## src/rtl/ale_pkg.sv

```systemverilog
// ----------------------------------------------------------------------------
// ale_pkg
// Shared constants, codes and types for the assembly line encoder.
// ----------------------------------------------------------------------------
package ale_pkg;

    // Line and token limits
    localparam int LINE_CHARS  = 255;
    localparam int TOKEN_LIMIT = 10;
    localparam int LINE_W      = $clog2(LINE_CHARS + 1);
    localparam int TOK_W       = $clog2(TOKEN_LIMIT + 1);

    localparam int MNEM_CHARS  = 5;
    localparam int MNEM_W      = 8 * MNEM_CHARS;
    localparam int NUM_W       = 14;
    localparam int TLEN_W      = 3;     // token length, saturating; only 0..5 matter
    localparam int OPER_N      = 3;

    // Numeric saturation limits
    localparam logic [NUM_W-1:0] MAG_SAT = 14'd8192;
    localparam logic [NUM_W-1:0] POS_MAX = 14'd8191;

    // Characters
    localparam logic [7:0] CH_HASH  = 8'h23;
    localparam logic [7:0] CH_NUL   = 8'h00;
    localparam logic [7:0] CH_COMMA = 8'h2C;
    localparam logic [7:0] CH_SPACE = 8'h20;
    localparam logic [7:0] CH_TAB   = 8'h09;
    localparam logic [7:0] CH_LF    = 8'h0A;
    localparam logic [7:0] CH_VT    = 8'h0B;
    localparam logic [7:0] CH_FF    = 8'h0C;
    localparam logic [7:0] CH_CR    = 8'h0D;
    localparam logic [7:0] CH_MINUS = 8'h2D;
    localparam logic [7:0] CH_PLUS  = 8'h2B;
    localparam logic [7:0] CH_ZERO  = 8'h30;
    localparam logic [7:0] CH_THREE = 8'h33;
    localparam logic [7:0] CH_NINE  = 8'h39;
    localparam logic [7:0] CH_UP_A  = 8'h41;
    localparam logic [7:0] CH_UP_Z  = 8'h5A;
    localparam logic [7:0] CH_LOW_R = 8'h72;

    // Number scanner phases
    localparam logic [1:0] PH_START = 2'd0;
    localparam logic [1:0] PH_SIGN  = 2'd1;
    localparam logic [1:0] PH_DIGIT = 2'd2;
    localparam logic [1:0] PH_JUNK  = 2'd3;

    // Packed lower-case mnemonics
    localparam logic [MNEM_W-1:0] MN_ADD   = 40'h00_0061_6464;
    localparam logic [MNEM_W-1:0] MN_AND   = 40'h00_0061_6E64;
    localparam logic [MNEM_W-1:0] MN_OR    = 40'h00_0000_6F72;
    localparam logic [MNEM_W-1:0] MN_ADDI  = 40'h00_6164_6469;
    localparam logic [MNEM_W-1:0] MN_LOAD  = 40'h00_6C6F_6164;
    localparam logic [MNEM_W-1:0] MN_STORE = 40'h73_746F_7265;
    localparam logic [MNEM_W-1:0] MN_JUMP  = 40'h00_6A75_6D70;
    localparam logic [MNEM_W-1:0] MN_BNE   = 40'h00_0062_6E65;
    localparam logic [MNEM_W-1:0] MN_BEQ   = 40'h00_0062_6571;
    localparam logic [MNEM_W-1:0] MN_BLT   = 40'h00_0062_6C74;
    localparam logic [MNEM_W-1:0] MN_BGT   = 40'h00_0062_6774;
    localparam logic [MNEM_W-1:0] MN_LI    = 40'h00_0000_6C69;
    localparam logic [MNEM_W-1:0] MN_NOT   = 40'h00_006E_6F74;

    // Opcodes
    localparam logic [3:0] OP_ADD   = 4'h0;
    localparam logic [3:0] OP_ADDI  = 4'h1;
    localparam logic [3:0] OP_LOAD  = 4'h2;
    localparam logic [3:0] OP_STORE = 4'h3;
    localparam logic [3:0] OP_JUMP  = 4'h4;
    localparam logic [3:0] OP_BNE   = 4'h5;
    localparam logic [3:0] OP_BEQ   = 4'h6;
    localparam logic [3:0] OP_BLT   = 4'h7;
    localparam logic [3:0] OP_BGT   = 4'h8;
    localparam logic [3:0] OP_LI    = 4'h9;
    localparam logic [3:0] OP_AND   = 4'hA;
    localparam logic [3:0] OP_OR    = 4'hB;
    localparam logic [3:0] OP_NOT   = 4'hC;

    // Status codes
    localparam logic [2:0] ST_OK      = 3'd0;
    localparam logic [2:0] ST_EMPTY   = 3'd1;
    localparam logic [2:0] ST_BAD_REG = 3'd2;
    localparam logic [2:0] ST_RANGE   = 3'd3;
    localparam logic [2:0] ST_UNKNOWN = 3'd4;

    // Completed line, handed from tokenizer to encoder
    typedef struct packed {
        logic [TOK_W-1:0]             tokens;
        logic [MNEM_W-1:0]            mnem;
        logic                         overlong;
        logic [OPER_N-1:0][2:0]       regs;   // bit 2 valid, bits 1:0 code
        logic [OPER_N-1:0][NUM_W-1:0] nums;   // two's complement
    } t_line;

endpackage

```

## src/rtl/ale_tokenizer.sv

```systemverilog
// ----------------------------------------------------------------------------
// ale_tokenizer
// Per-character line state: comments, token split, mnemonic capture, register
// and decimal operand scan; reports the closed line at line end or length cap.
// ----------------------------------------------------------------------------
module ale_tokenizer (
    input  logic           i_clk,
    input  logic           i_rst_n,
    input  logic           i_accept,
    input  logic [7:0]     i_char_code,
    input  logic           i_line_end,
    output logic           o_done,
    output ale_pkg::t_line o_line
);
    import ale_pkg::*;

    logic                         r_comment, n_comment;
    logic                         r_inside, n_inside;
    logic [TOK_W-1:0]             r_tokens, n_tokens;
    logic [LINE_W-1:0]            r_len, n_len;
    logic [MNEM_W-1:0]            r_mnem, n_mnem;
    logic                         r_overlong, n_overlong;
    logic [TLEN_W-1:0]            r_tlen, n_tlen;
    logic [OPER_N-1:0][2:0]       r_regs, n_regs;
    logic [OPER_N-1:0][NUM_W-1:0] r_nums, n_nums;
    logic [2:0]                   r_scan, n_scan;
    logic                         r_dropped, n_dropped;

    logic [7:0]        c;
    logic              is_delim, is_stop, is_digit, do_close, done;
    logic [1:0]        k, phase;
    logic              neg, slot_ok;
    logic [NUM_W-1:0]  mag;
    logic [NUM_W+2:0]  prod;
    logic [LINE_W:0]   len_inc;
    logic [3:0]        dval;

    always_comb begin
        c = i_char_code;
        if (c >= CH_UP_A && c <= CH_UP_Z) begin
            c = c + 8'd32;
        end
        is_stop  = (i_char_code == CH_HASH) || (i_char_code == CH_NUL);
        is_delim = (i_char_code == CH_COMMA) || (i_char_code == CH_SPACE) ||
                   (i_char_code == CH_TAB) || (i_char_code == CH_LF) ||
                   (i_char_code == CH_CR) || (i_char_code == CH_VT) ||
                   (i_char_code == CH_FF);
        is_digit = (c >= CH_ZERO) && (c <= CH_NINE);
        dval     = 4'(c - CH_ZERO);

        n_comment  = r_comment;
        n_inside   = r_inside;
        n_tokens   = r_tokens;
        n_mnem     = r_mnem;
        n_overlong = r_overlong;
        n_tlen     = r_tlen;
        n_regs     = r_regs;
        n_nums     = r_nums;
        n_scan     = r_scan;
        n_dropped  = r_dropped;
        do_close   = 1'b0;
        slot_ok    = 1'b0;
        k          = 2'd0;
        phase      = 2'd0;
        neg        = 1'b0;
        mag        = '0;
        prod       = '0;

        if (!r_comment) begin
            if (is_stop) begin
                do_close  = 1'b1;
                n_comment = 1'b1;
            end else if (is_delim) begin
                do_close = 1'b1;
            end else begin
                // token start
                if (!r_inside) begin
                    n_inside = 1'b1;
                    n_tlen   = '0;
                    n_scan   = '0;
                    if (r_tokens < TOK_W'(TOKEN_LIMIT)) begin
                        n_tokens  = r_tokens + 1'b1;
                        n_dropped = 1'b0;
                        if (n_tokens >= TOK_W'(2) && n_tokens <= TOK_W'(4)) begin
                            k         = 2'(n_tokens - TOK_W'(2));
                            n_regs[k] = '0;
                            n_nums[k] = '0;
                        end
                    end else begin
                        n_dropped = 1'b1;
                    end
                end
                // character feed
                if (!n_dropped) begin
                    if (n_tokens == TOK_W'(1)) begin
                        if (n_tlen < TLEN_W'(MNEM_CHARS)) begin
                            n_mnem = {n_mnem[MNEM_W-9:0], c};
                        end else begin
                            n_overlong = 1'b1;
                        end
                    end else if (n_tokens >= TOK_W'(2) && n_tokens <= TOK_W'(4)) begin
                        k = 2'(n_tokens - TOK_W'(2));
                        if (n_tlen == TLEN_W'(0)) begin
                            n_regs[k] = (c == CH_LOW_R) ? 3'b100 : 3'b000;
                        end else if (n_tlen == TLEN_W'(1)) begin
                            n_regs[k] = (n_regs[k][2] && c >= CH_ZERO && c <= CH_THREE) ?
                                        {1'b1, c[1:0]} : 3'b000;
                        end else begin
                            n_regs[k] = 3'b000;
                        end
                        phase = n_scan[1:0];
                        neg   = n_scan[2];
                        mag   = n_nums[k];
                        if (phase == PH_START && (c == CH_MINUS || c == CH_PLUS)) begin
                            phase = PH_SIGN;
                            neg   = (c == CH_MINUS);
                        end else if ((phase == PH_START || phase == PH_SIGN) && is_digit) begin
                            mag   = NUM_W'(dval);
                            phase = PH_DIGIT;
                        end else if (phase == PH_DIGIT && is_digit) begin
                            prod = {mag, 3'b000} + {2'b00, mag, 1'b0} + (NUM_W+3)'(dval);
                            mag  = (prod > (NUM_W+3)'(MAG_SAT)) ? MAG_SAT : prod[NUM_W-1:0];
                        end else begin
                            phase = PH_JUNK;
                        end
                        n_nums[k] = mag;
                        n_scan    = {neg, phase};
                    end
                end
                if (n_tlen != '1) begin
                    n_tlen = n_tlen + 1'b1;
                end
            end
        end

        len_inc = {1'b0, r_len} + 1'b1;
        done    = i_line_end || (len_inc >= (LINE_W+1)'(LINE_CHARS));
        n_len   = len_inc[LINE_W-1:0];
        if (done) begin
            do_close = 1'b1;
        end

        // token close
        if (do_close) begin
            slot_ok = n_inside && !n_dropped && n_tokens >= TOK_W'(2) &&
                      n_tokens <= TOK_W'(4);
            if (slot_ok) begin
                k = 2'(n_tokens - TOK_W'(2));
                if (n_tlen != TLEN_W'(2)) begin
                    n_regs[k] = 3'b000;
                end
                if (n_scan[2]) begin
                    n_nums[k] = NUM_W'(0) - n_nums[k];
                end else if (n_nums[k] > POS_MAX) begin
                    n_nums[k] = POS_MAX;
                end
            end
            n_inside = 1'b0;
        end

        o_done          = done;
        o_line.tokens   = n_tokens;
        o_line.mnem     = n_mnem;
        o_line.overlong = n_overlong;
        o_line.regs     = n_regs;
        o_line.nums     = n_nums;
    end

    always_ff @(posedge i_clk) begin
        if (!i_rst_n) begin
            r_comment  <= 1'b0;
            r_inside   <= 1'b0;
            r_tokens   <= '0;
            r_len      <= '0;
            r_mnem     <= '0;
            r_overlong <= 1'b0;
            r_tlen     <= '0;
            r_regs     <= '0;
            r_nums     <= '0;
            r_scan     <= '0;
            r_dropped  <= 1'b0;
        end else if (i_accept) begin
            if (done) begin
                r_comment  <= 1'b0;
                r_inside   <= 1'b0;
                r_tokens   <= '0;
                r_len      <= '0;
                r_mnem     <= '0;
                r_overlong <= 1'b0;
                r_tlen     <= '0;
                r_regs     <= '0;
                r_nums     <= '0;
                r_scan     <= '0;
                r_dropped  <= 1'b0;
            end else begin
                r_comment  <= n_comment;
                r_inside   <= n_inside;
                r_tokens   <= n_tokens;
                r_len      <= n_len;
                r_mnem     <= n_mnem;
                r_overlong <= n_overlong;
                r_tlen     <= n_tlen;
                r_regs     <= n_regs;
                r_nums     <= n_nums;
                r_scan     <= n_scan;
                r_dropped  <= n_dropped;
            end
        end
    end

endmodule

```

## src/rtl/ale_encoder.sv

```systemverilog
// ----------------------------------------------------------------------------
// ale_encoder
// Matches the mnemonic and operand count of a closed line, checks
// registers and immediate ranges, and holds the result in a register.
// ----------------------------------------------------------------------------
module ale_encoder (
    input  logic           i_clk,
    input  logic           i_rst_n,
    input  logic           i_load,
    input  logic           i_take,
    input  ale_pkg::t_line i_line,
    output logic           o_valid,
    output logic [15:0]    o_word,
    output logic [2:0]     o_status
);
    import ale_pkg::*;

    logic                r_valid;
    logic [15:0]         r_word, n_word;
    logic [2:0]          r_status, n_status;
    logic [MNEM_W-1:0]   m;
    logic [3:0]          op;
    logic                is_rrr, is_rri;
    logic                fit8_1, fit8_2, fit12_0;
    logic [2:0]          rg0, rg1, rg2;

    always_comb begin
        m   = i_line.overlong ? '1 : i_line.mnem;
        rg0 = i_line.regs[0];
        rg1 = i_line.regs[1];
        rg2 = i_line.regs[2];
        // signed 8-bit / 12-bit fit: upper bits are a sign extension
        fit8_1  = (&i_line.nums[1][NUM_W-1:7]) || !(|i_line.nums[1][NUM_W-1:7]);
        fit8_2  = (&i_line.nums[2][NUM_W-1:7]) || !(|i_line.nums[2][NUM_W-1:7]);
        fit12_0 = (&i_line.nums[0][NUM_W-1:11]) || !(|i_line.nums[0][NUM_W-1:11]);

        is_rrr = 1'b1;
        is_rri = 1'b1;
        op     = OP_ADD;
        if (m == MN_ADD) begin
            op = OP_ADD;   is_rri = 1'b0;
        end else if (m == MN_AND) begin
            op = OP_AND;   is_rri = 1'b0;
        end else if (m == MN_OR) begin
            op = OP_OR;    is_rri = 1'b0;
        end else if (m == MN_ADDI) begin
            op = OP_ADDI;  is_rrr = 1'b0;
        end else if (m == MN_LOAD) begin
            op = OP_LOAD;  is_rrr = 1'b0;
        end else if (m == MN_STORE) begin
            op = OP_STORE; is_rrr = 1'b0;
        end else if (m == MN_BNE) begin
            op = OP_BNE;   is_rrr = 1'b0;
        end else if (m == MN_BEQ) begin
            op = OP_BEQ;   is_rrr = 1'b0;
        end else if (m == MN_BLT) begin
            op = OP_BLT;   is_rrr = 1'b0;
        end else if (m == MN_BGT) begin
            op = OP_BGT;   is_rrr = 1'b0;
        end else begin
            is_rrr = 1'b0; is_rri = 1'b0;
        end

        n_word   = '0;
        n_status = ST_UNKNOWN;
        if (i_line.tokens == TOK_W'(0)) begin
            n_status = ST_EMPTY;
        end else if (i_line.tokens == TOK_W'(4) && is_rrr) begin
            if (!(rg0[2] && rg1[2] && rg2[2])) begin
                n_status = ST_BAD_REG;
            end else begin
                n_status = ST_OK;
                n_word   = {op, rg0[1:0], rg1[1:0], rg2[1:0], 6'b000000};
            end
        end else if (i_line.tokens == TOK_W'(4) && is_rri) begin
            if (!(rg0[2] && rg1[2])) begin
                n_status = ST_BAD_REG;
            end else if (!fit8_2) begin
                n_status = ST_RANGE;
            end else begin
                n_status = ST_OK;
                n_word   = {op, rg0[1:0], rg1[1:0], i_line.nums[2][7:0]};
            end
        end else if (i_line.tokens == TOK_W'(2) && m == MN_JUMP) begin
            if (!fit12_0) begin
                n_status = ST_RANGE;
            end else begin
                n_status = ST_OK;
                n_word   = {OP_JUMP, i_line.nums[0][11:0]};
            end
        end else if (i_line.tokens == TOK_W'(3) && m == MN_LI) begin
            if (!rg0[2]) begin
                n_status = ST_BAD_REG;
            end else if (!fit8_1) begin
                n_status = ST_RANGE;
            end else begin
                n_status = ST_OK;
                n_word   = {OP_LI, rg0[1:0], 2'b00, i_line.nums[1][7:0]};
            end
        end else if (i_line.tokens == TOK_W'(3) && m == MN_NOT) begin
            if (!(rg0[2] && rg1[2])) begin
                n_status = ST_BAD_REG;
            end else begin
                n_status = ST_OK;
                n_word   = {OP_NOT, rg0[1:0], 2'b00, rg1[1:0], 6'b000000};
            end
        end
    end

    always_ff @(posedge i_clk) begin
        if (!i_rst_n) begin
            r_valid <= 1'b0;
        end else begin
            r_valid <= i_load || (r_valid && !i_take);
        end
    end

    always_ff @(posedge i_clk) begin
        if (i_load) begin
            r_word   <= n_word;
            r_status <= n_status;
        end
    end

    assign o_valid  = r_valid;
    assign o_word   = r_word;
    assign o_status = r_status;

endmodule

```

## src/rtl/assembly_line_encoder_top.sv

```systemverilog
// ----------------------------------------------------------------------------
// assembly_line_encoder_top
// Streams assembly source one character per transaction and returns one
// encoded 16-bit instruction word with a status at every line end.
// ----------------------------------------------------------------------------
//
//  Channel  | Direction | Handshake          | Payload
//  ---------+-----------+--------------------+-----------------------------------
//  input    | in        | i_valid / o_stall  | i_char_code[7:0], i_line_end
//  result   | out       | o_valid / i_stall  | o_instruction_word[15:0], o_status[2:0]
//
//  One character is taken every cycle while o_stall is low; the tokenizer
//  state updates in the same cycle it is accepted. A line result passes
//  through the line register and then the encoder's result register,
//  moving on only while the result register is free.
//  Reset (i_rst_n low, synchronous) clears the line state and both valid flags.
//  With the result stalled, characters keep flowing until both the line
//  register and the result register hold a line; then o_stall rises.
//
module assembly_line_encoder_top (
    input  logic        i_clk,
    input  logic        i_rst_n,
    input  logic        i_valid,
    output logic        o_stall,
    input  logic [7:0]  i_char_code,
    input  logic        i_line_end,
    output logic        o_valid,
    input  logic        i_stall,
    output logic [15:0] o_instruction_word,
    output logic [2:0]  o_status
);
    import ale_pkg::*;

    logic  accept;
    logic  line_done;
    t_line line_now;

    // Line register between tokenizer and encoder
    logic  r_line_valid;
    t_line r_line;

    logic  out_free;
    logic  line_move;

    // Result register can take a new line when empty or being drained
    assign out_free  = !o_valid || !i_stall;
    assign line_move = r_line_valid && out_free;
    assign o_stall   = r_line_valid && !out_free;
    assign accept    = i_valid && !o_stall;

    ale_tokenizer u_tokenizer (
        .i_clk       (i_clk),
        .i_rst_n     (i_rst_n),
        .i_accept    (accept),
        .i_char_code (i_char_code),
        .i_line_end  (i_line_end),
        .o_done      (line_done),
        .o_line      (line_now)
    );

    always_ff @(posedge i_clk) begin
        if (!i_rst_n) begin
            r_line_valid <= 1'b0;
        end else begin
            r_line_valid <= (accept && line_done) || (r_line_valid && !out_free);
        end
    end

    // Payload: loaded only on a closing transaction
    always_ff @(posedge i_clk) begin
        if (accept && line_done) begin
            r_line <= line_now;
        end
    end

    ale_encoder u_encoder (
        .i_clk    (i_clk),
        .i_rst_n  (i_rst_n),
        .i_load   (line_move),
        .i_take   (!i_stall),
        .i_line   (r_line),
        .o_valid  (o_valid),
        .o_word   (o_instruction_word),
        .o_status (o_status)
    );

endmodule
```

## config.mk

```make
export PLATFORM = sky130hd
export DESIGN_NAME = assembly_line_encoder_top
export DESIGN_NICKNAME = d
export VERILOG_FILES = /design/src/rtl/ale_pkg.sv /design/src/rtl/ale_tokenizer.sv /design/src/rtl/ale_encoder.sv /design/src/rtl/assembly_line_encoder_top.sv
export SDC_FILE = /design/constraint.sdc
export NUM_CORES = 1
export LEC_CHECK = 0
export ABC_AREA = 1
export BUFFER_PORTS_ARGS = -buffer_cell sky130_fd_sc_hd__buf_4
export CAP_MARGIN = 25
export CORE_AREA = 3 3 212 214
export DETAILED_ROUTE_END_ITERATION = 7
export DIE_AREA = 0 0 215 217
export HOLD_SLACK_MARGIN = 0.12
export SLEW_MARGIN = 20
export SYNTH_ARGS = -nofsm -noshare
export SYNTH_HDL_FRONTEND = slang
export SYNTH_SLANG_ARGS = --single-unit
```

## constraint.sdc

```tcl
create_clock -name i_clk -period 7.1 [get_ports i_clk]
set_input_delay 0.355 -clock i_clk [delete_from_list [all_inputs] [get_ports i_clk]]
set_output_delay 0.355 -clock i_clk [all_outputs]
set_load 0.02 [all_outputs]
```

=== Yosys cells after proc, flatten, opt, wreduce, memory -nomap -nowiden ===
Cells that the tools add are included.

* Register bits after elaboration: 230
* Bits of input ports: 13
* Output and inout bits: 21
* Word-level logic and storage cells: 358

* Add/sub/neg operators: 11
* Order comparisons: 22
* Eq/ne operators: 36
* Mux-type cells: 187
* Bitwise logic cells: 11
* Reductions and logical operators: 62

{| class="wikitable"
|+ Operator list
! operator !! count
|-
| 2-to-1 mux 42 bit || 17
|-
| 2-to-1 mux 40 bit || 8
|-
| equality test 40 x 23 -> 1 bit, second input constant || 7
|-
| 2-to-1 mux 14 bit || 15
|-
| 2-to-1 mux 16 bit || 11
|-
| 2-to-1 mux 9 bit || 18
|-
| equality test 40 x 31 -> 1 bit, second input constant || 3
|-
| 2-to-1 mux 3 bit || 33
|-
| bitwise mux 42 bit || 2
|-
| demux 14 bit (select 2 bit) || 3
|-
| equality test 40 x 15 -> 1 bit, second input constant || 2
|-
| 2-to-1 mux 4 bit || 19
|-
| binary-select mux 14 bit (select 2 bit) || 2
|-
| bitwise AND 42 bit || 1
|-
| 2-to-1 mux 1 bit || 42
|-
| NOT 42 bit || 1
|-
| equality test 40 x 39 -> 1 bit, second input constant || 1
|-
| equality test 8 x 4 -> 1 bit, second input constant || 5
|-
| equality test 8 x 6 -> 1 bit, second input constant || 5
|-
| OR 39 bit || 1
|-
| bitwise AND 9 bit || 3
|-
| logical AND 1 bit || 27
|-
| NOT 9 bit || 3
|-
| bitwise mux 9 bit || 2
|-
| 50 further kinds || 98
|}

=== Longest topological paths before layout ===
* Depth after elaboration: 44
* Depth in mapped cells: 45

=== Modules after synthesis ===
A second synthesis with hierarchy kept.

* Cell total of the unflattened synthesis: 2399
* Area, all modules: 16333.2 um^2

{| class="wikitable"
|+ By module, submodules not included
! module !! times used !! cells each !! area an instance (um^2) !! sequential area each (um^2)
|-
| ale_tokenizer || 1 || 1847 || 10782.8 || 2262.2
|-
| assembly_line_encoder_top || 1 || 109 || 2962.8 || 2902.8
|-
| ale_encoder || 1 || 443 || 2587.5 || 590.6
|}

=== Worst setup path after synthesis ===
No wires, ideal clock.

* Kind: reg2reg
* Start: register u_tokenizer.r_len[2]
* End: register u_tokenizer.r_overlong
* Setup time: 0.125 ns
* Arrival time: 6.019 ns
* Data required time: 6.975 ns
* Slack: 0.955 ns
* Stages on the path, launching flop included: 13
* Period minus slack after synthesis: 6.145 ns
* Path through: dfxtp_1 -> nand2_1 -> nor2_1 -> nand3_1 -> nor3b_1 -> xor2_1 -> nand3_1 -> nand2_1 -> inv_1 -> nor2_1 -> inv_1 -> nand2_1 -> nor3_1

* Word-level cells in the longest chain between the ends: 4

{| class="wikitable"
|+ Ends and longest elaborated chain
! element !! line !! source
|-
| from (decl) || ale_tokenizer.sv:20 || <nowiki>logic [LINE_W-1:0] r_len, n_len;</nowiki>
|-
| from (signal assigned) || ale_tokenizer.sv:199 || <nowiki>r_len <= n_len;</nowiki>
|-
| adder 8 x 1 -> 9 bit || ale_tokenizer.sv:136 || <nowiki>len_inc = {1'b0, r_len} + 1'b1;</nowiki>
|-
| greater-or-equal comparator 9 x 8 -> 1 bit || ale_tokenizer.sv:137 || <nowiki>done = i_line_end || (len_inc >= (LINE_W+1)'(LINE_CHARS));</nowiki>
|-
| logical OR 1 bit || ale_tokenizer.sv:137 ||
|-
| 2-to-1 mux 1 bit || ale_tokenizer.sv:183 || <nowiki>if (done) begin</nowiki>
|-
| to (signal assigned) || ale_tokenizer.sv:201 || <nowiki>r_overlong <= n_overlong;</nowiki>
|-
| to (decl) || ale_tokenizer.sv:22 || <nowiki>logic r_overlong, n_overlong;</nowiki>
|}

Every way passes these cells.
A chain may end at the register's enable or synchronous reset.

==> results.tsv <==
stage	metric	value	unit
clocking	CTS tree	built	
cells_and_area	Layout Cells excl Fill	2815	
sta	unrepaired setup endpoints after global routing	no	
worst_setup_path	R2R Path End	u_tokenizer.r_nums[38]	
cells_and_area	Final #Nets	2265	
logic_synthesis	Async SR Flop Fraction	0	%
floorplan	full die area	0.0467	mm^2
routing	per-cell routed wire length	18.2	um
worst_hold_path	hold path depth	6	
cells_and_area	commonest non-fill, non-tap cell in the layout	nand2_1	
floorplan	Core Area	0.0431	mm^2
logic_synthesis	Syn Nets	2265	
clocking	CTS max path bufs	3	
worst_setup_path	crit-path leading delay family	simple AND/OR/NAND/NOR gates	
logic_synthesis	register area share after synthesis	38.1	%
logic_synthesis	EDFF count, synth	115	
placement	PortBufs	33	
worst_setup_path	max incr delay on CP	440	ps
cells_and_area	ANT cells	0	
sta	Max transition margin	37.1	%
global_route	initial antenna violation count	0	
worst_setup_path	Max Fanout on Critical Path	20	
logic_synthesis	Distinct cells, synth	63	
routing	DRC	0	
logic_synthesis	Avg Synthesized Cell Area	6.84	um^2
clocking	clock slew at reported path FFs	70	ps
worst_setup_path	reg2reg setup slack	640	ps
run	Max Cap Violations	0	
routing	ANT nets after route	0	
worst_setup_path	Critical Path Start Type	flip-flop	
routing	Total Routed Length	51.3	mm
worst_hold_path	hold path endpoint	u_tokenizer.r_scan[1]	
worst_setup_path	worst r2r src	u_tokenizer.r_tokens[0]	
sta	Max Clock Freq	155	MHz
global_route	first-pass GRT wire length	79.9	mm
sta	Final period util	90.9	%
worst_setup_path	critical path capture point type	flip-flop	
worst_hold_path	Hold WC Path Type	in2reg	
sta	Final Skew	20.7	ps
logic_synthesis	synthesized instance count	2211	
cells_and_area	area grow syn2layout	11.2	%
floorplan	Row Count	76	
sta	Slew Limit Fails	0	
worst_setup_path	Worst Setup Path Type	reg2reg	
logic_synthesis	Mapped Area	0.0151	mm^2
pwr	peak supply drop	0.184	mV
logic_synthesis	ys flop type	edfxtp_1	
clocking	Post-CTS Setup Repair Bufs	0	
worst_setup_path	CP arrival	6930	ps
floorplan	Die Ht	217	um
worst_setup_path	CP bufs+invs	4	
clocking	TritonCTS Buffers	25	
cells_and_area	layout cell share with drive strength beyond 1	8.88	%
logic_synthesis	top cell type's share of synthesized area	22.8	%
routing	vias per inst	5.29	
pwr	cell leakage power	7.14	nW
global_route	Tot GR Track Use	21.4	%
floorplan	Die X	215	um
worst_setup_path	R2R depth	38	
floorplan	Initial Util	35.1	%
clocking	H-tree depth	1	
placement	RD Place Congestion	0.937	
worst_setup_path	worst-path cell with the longest stage delay	dfxtp_2	
worst_setup_path	Worst EP required	7570	ps
clocking	root cell of the clock tree	clkbuf_16	
placement	Detail Placement HPWL	38.2	mm
placement	placed insts	2767	
pwr	Pwr per Cell Area	217	mW/mm^2
worst_hold_path	Hold Crit Start	i_line_end	
logic_synthesis	Warnings, synthesis	0	
worst_setup_path	most frequent cell on the critical path	nand2_1	
sta	final hold vios	0	
sta	Setup-failing EPs final	0	
floorplan	Ports	34	
logic_synthesis	Synth area leader	edfxtp_1	
cells_and_area	commonest cells after routing, fill and taps aside	781 x nand2_1, 206 x inv_1, 188 x a21oi_1	
global_route	gr ovfl total	0	
clocking	clock latency on the worst-skew pair	560	ps
clocking	Sink Count	230	
logic_synthesis	Yosys reg bits	230	
routing	First-pass DRT Iterations	8	
sta	Slew @ Worst Pin	944	ps
global_route	vias in the first global route	13844	
routing	Vias	14898	
sta	Tmin final	6460	ps
routing	DR iter-0 viols	1342	
global_route	largest net degree at the start of global routing	80	
outcome	status	finished clean	
sta	total negative slack	0	ps
logic_synthesis	synth top area cells	edfxtp_1 23%, nand2_1 19%, dfxtp_1 15%, a21oi_1 6.4%, nand3_1 5.9%	
[routing by layer]
metal / vias to the layer above / GRT usage, % / routed length [um]
met5: - / 0 / 0
met4: 0 / 5.02 / 1060
met3: 69 / 4.26 / 4550
met2: 595 / 33.2 / 22100
met1: 6915 / 30.8 / 23600
li1: 7319 / - / -
[registers in the layout, summed over array words and instances (netlist names)]
| name | count |
|---|---|
| u_tokenizer.r_dropped | 1 |
| u_tokenizer.r_mnem | 40 |
| u_tokenizer.r_tlen | 3 |
| u_tokenizer.r_inside | 1 |
| u_tokenizer.r_scan | 3 |
| u_encoder.o_valid | 1 |
| r_line | 96 |
| u_tokenizer.r_overlong | 1 |
| u_encoder.o_word | 16 |
| u_tokenizer.r_comment | 1 |
| u_encoder.o_status | 3 |
| u_tokenizer.r_len | 8 |
| u_tokenizer.r_tokens | 4 |
| r_line_valid | 1 |
| u_tokenizer.r_regs | 9 |
| u_tokenizer.r_nums | 42 |
[power breakdown]
part	internal, mW	switching (mW)
Sequential	1.45	0.0333
Clock	0.760	0.573
Combinational	0.232	0.598
Total	2.44	1.20
[how the worst max path moves through the flow]
stage / slack, ps / cells past startpoint / from / endpoint
6_report: 640 / 38 / u_tokenizer.r_tokens[0] / u_tokenizer.r_nums[38]
2_1_floorplan: 960 / 12 / u_tokenizer.r_len[2] / u_tokenizer.r_overlong
4_1_cts: 420 / 42 / u_tokenizer.r_tokens[0] / u_tokenizer.r_nums[24]
3_3_place_gp: 600 / 42 / u_tokenizer.r_tokens[0] / u_tokenizer.r_nums[10]
3_5_place_dp: 470 / 42 / u_tokenizer.r_tokens[0] / u_tokenizer.r_nums[24]
5_1_grt: 20 / 38 / u_tokenizer.r_tokens[0] / u_tokenizer.r_nums[24]
[worst reg2reg max path: cells and delay by family, from the launching register on]
family,cells,cell delay (ps)
buffers and inverters,4,670
adder cells (fa/ha/maj),4,1220
AO/OA/AOI/OAI,9,1750
flip-flops,1,440
AND/OR/NAND/NOR,21,2310
[area by class of cell]
cell class,instances,area [um^2]
fillers,4535,26300
multi-input cells,1664,8140
flip-flops and latches,230,5760
inverters,229,863
well taps,585,732
clock buffers,33,717
repair buffers,61,463
clock inverters,13,128
[what timing repair did]
action | in CTS | in global routing
setup endpoints to repair | 0 | 35
gates resized for setup | 0 | 7
hold endpoints to repair | 3 | 0
hold buffers | 2 | 0
[cell families after synthesis]
kind of cell | Yosys count | share of synthesized area (%)
xor gates and xnor gates | 15 | 0.993
DFF | 230 | 38.1
adders and majority gates | 41 | 3.49
AOI/OAI and AO/OA | 363 | 13.9
buffers and inverters | 317 | 8.39
and+or+nand+nor | 1245 | 35.1
[Yosys cell counts, types with 4 or more instances]
cell type / instances
xor2_1: 12
inv_2: 18
clkbuf_1: 50
inv_1: 206
nand2_4: 4
nand2_1: 782
o21ai_2: 7
buf_1: 8
nor4_1: 12
o21ai_1: 12
a21oi_2: 6
o211ai_1: 17
nor3_1: 24
a21oi_1: 193
a22oi_1: 16
ha_1: 39
nand3_1: 178
edfxtp_1: 115
buf_4: 8
nand2_2: 10
nand3_2: 5
nand4_1: 40
buf_2: 18
o22ai_1: 11
nor2_2: 8
dfxtp_1: 115
o21a_1: 4
o21ai_0: 62
nor2_1: 156
nor2_4: 6
clkinv_1: 4
or2_2: 8
a31oi_1: 11
[through the flow]
| step | area (um^2) | util (%) | setup slack, ps | hold WS, ps | power (mW) |
|---|---|---|---|---|---|
| global route | 16800 | 39.0 | 23.9 | 365 | 3.81 |
| floorplan | 15100 | - | 955 | 444 | 2.08 |
| finish | 16800 | 39.0 | 643 | 323 | 3.64 |
| CTS | 16800 | 39.0 | 421 | 306 | 3.66 |
| detailed placement | 15900 | 36.9 | 466 | 455 | 2.32 |
| global placement | 15900 | 36.9 | 597 | 451 | 2.32 |
Power figures use the tool's default switching activity.
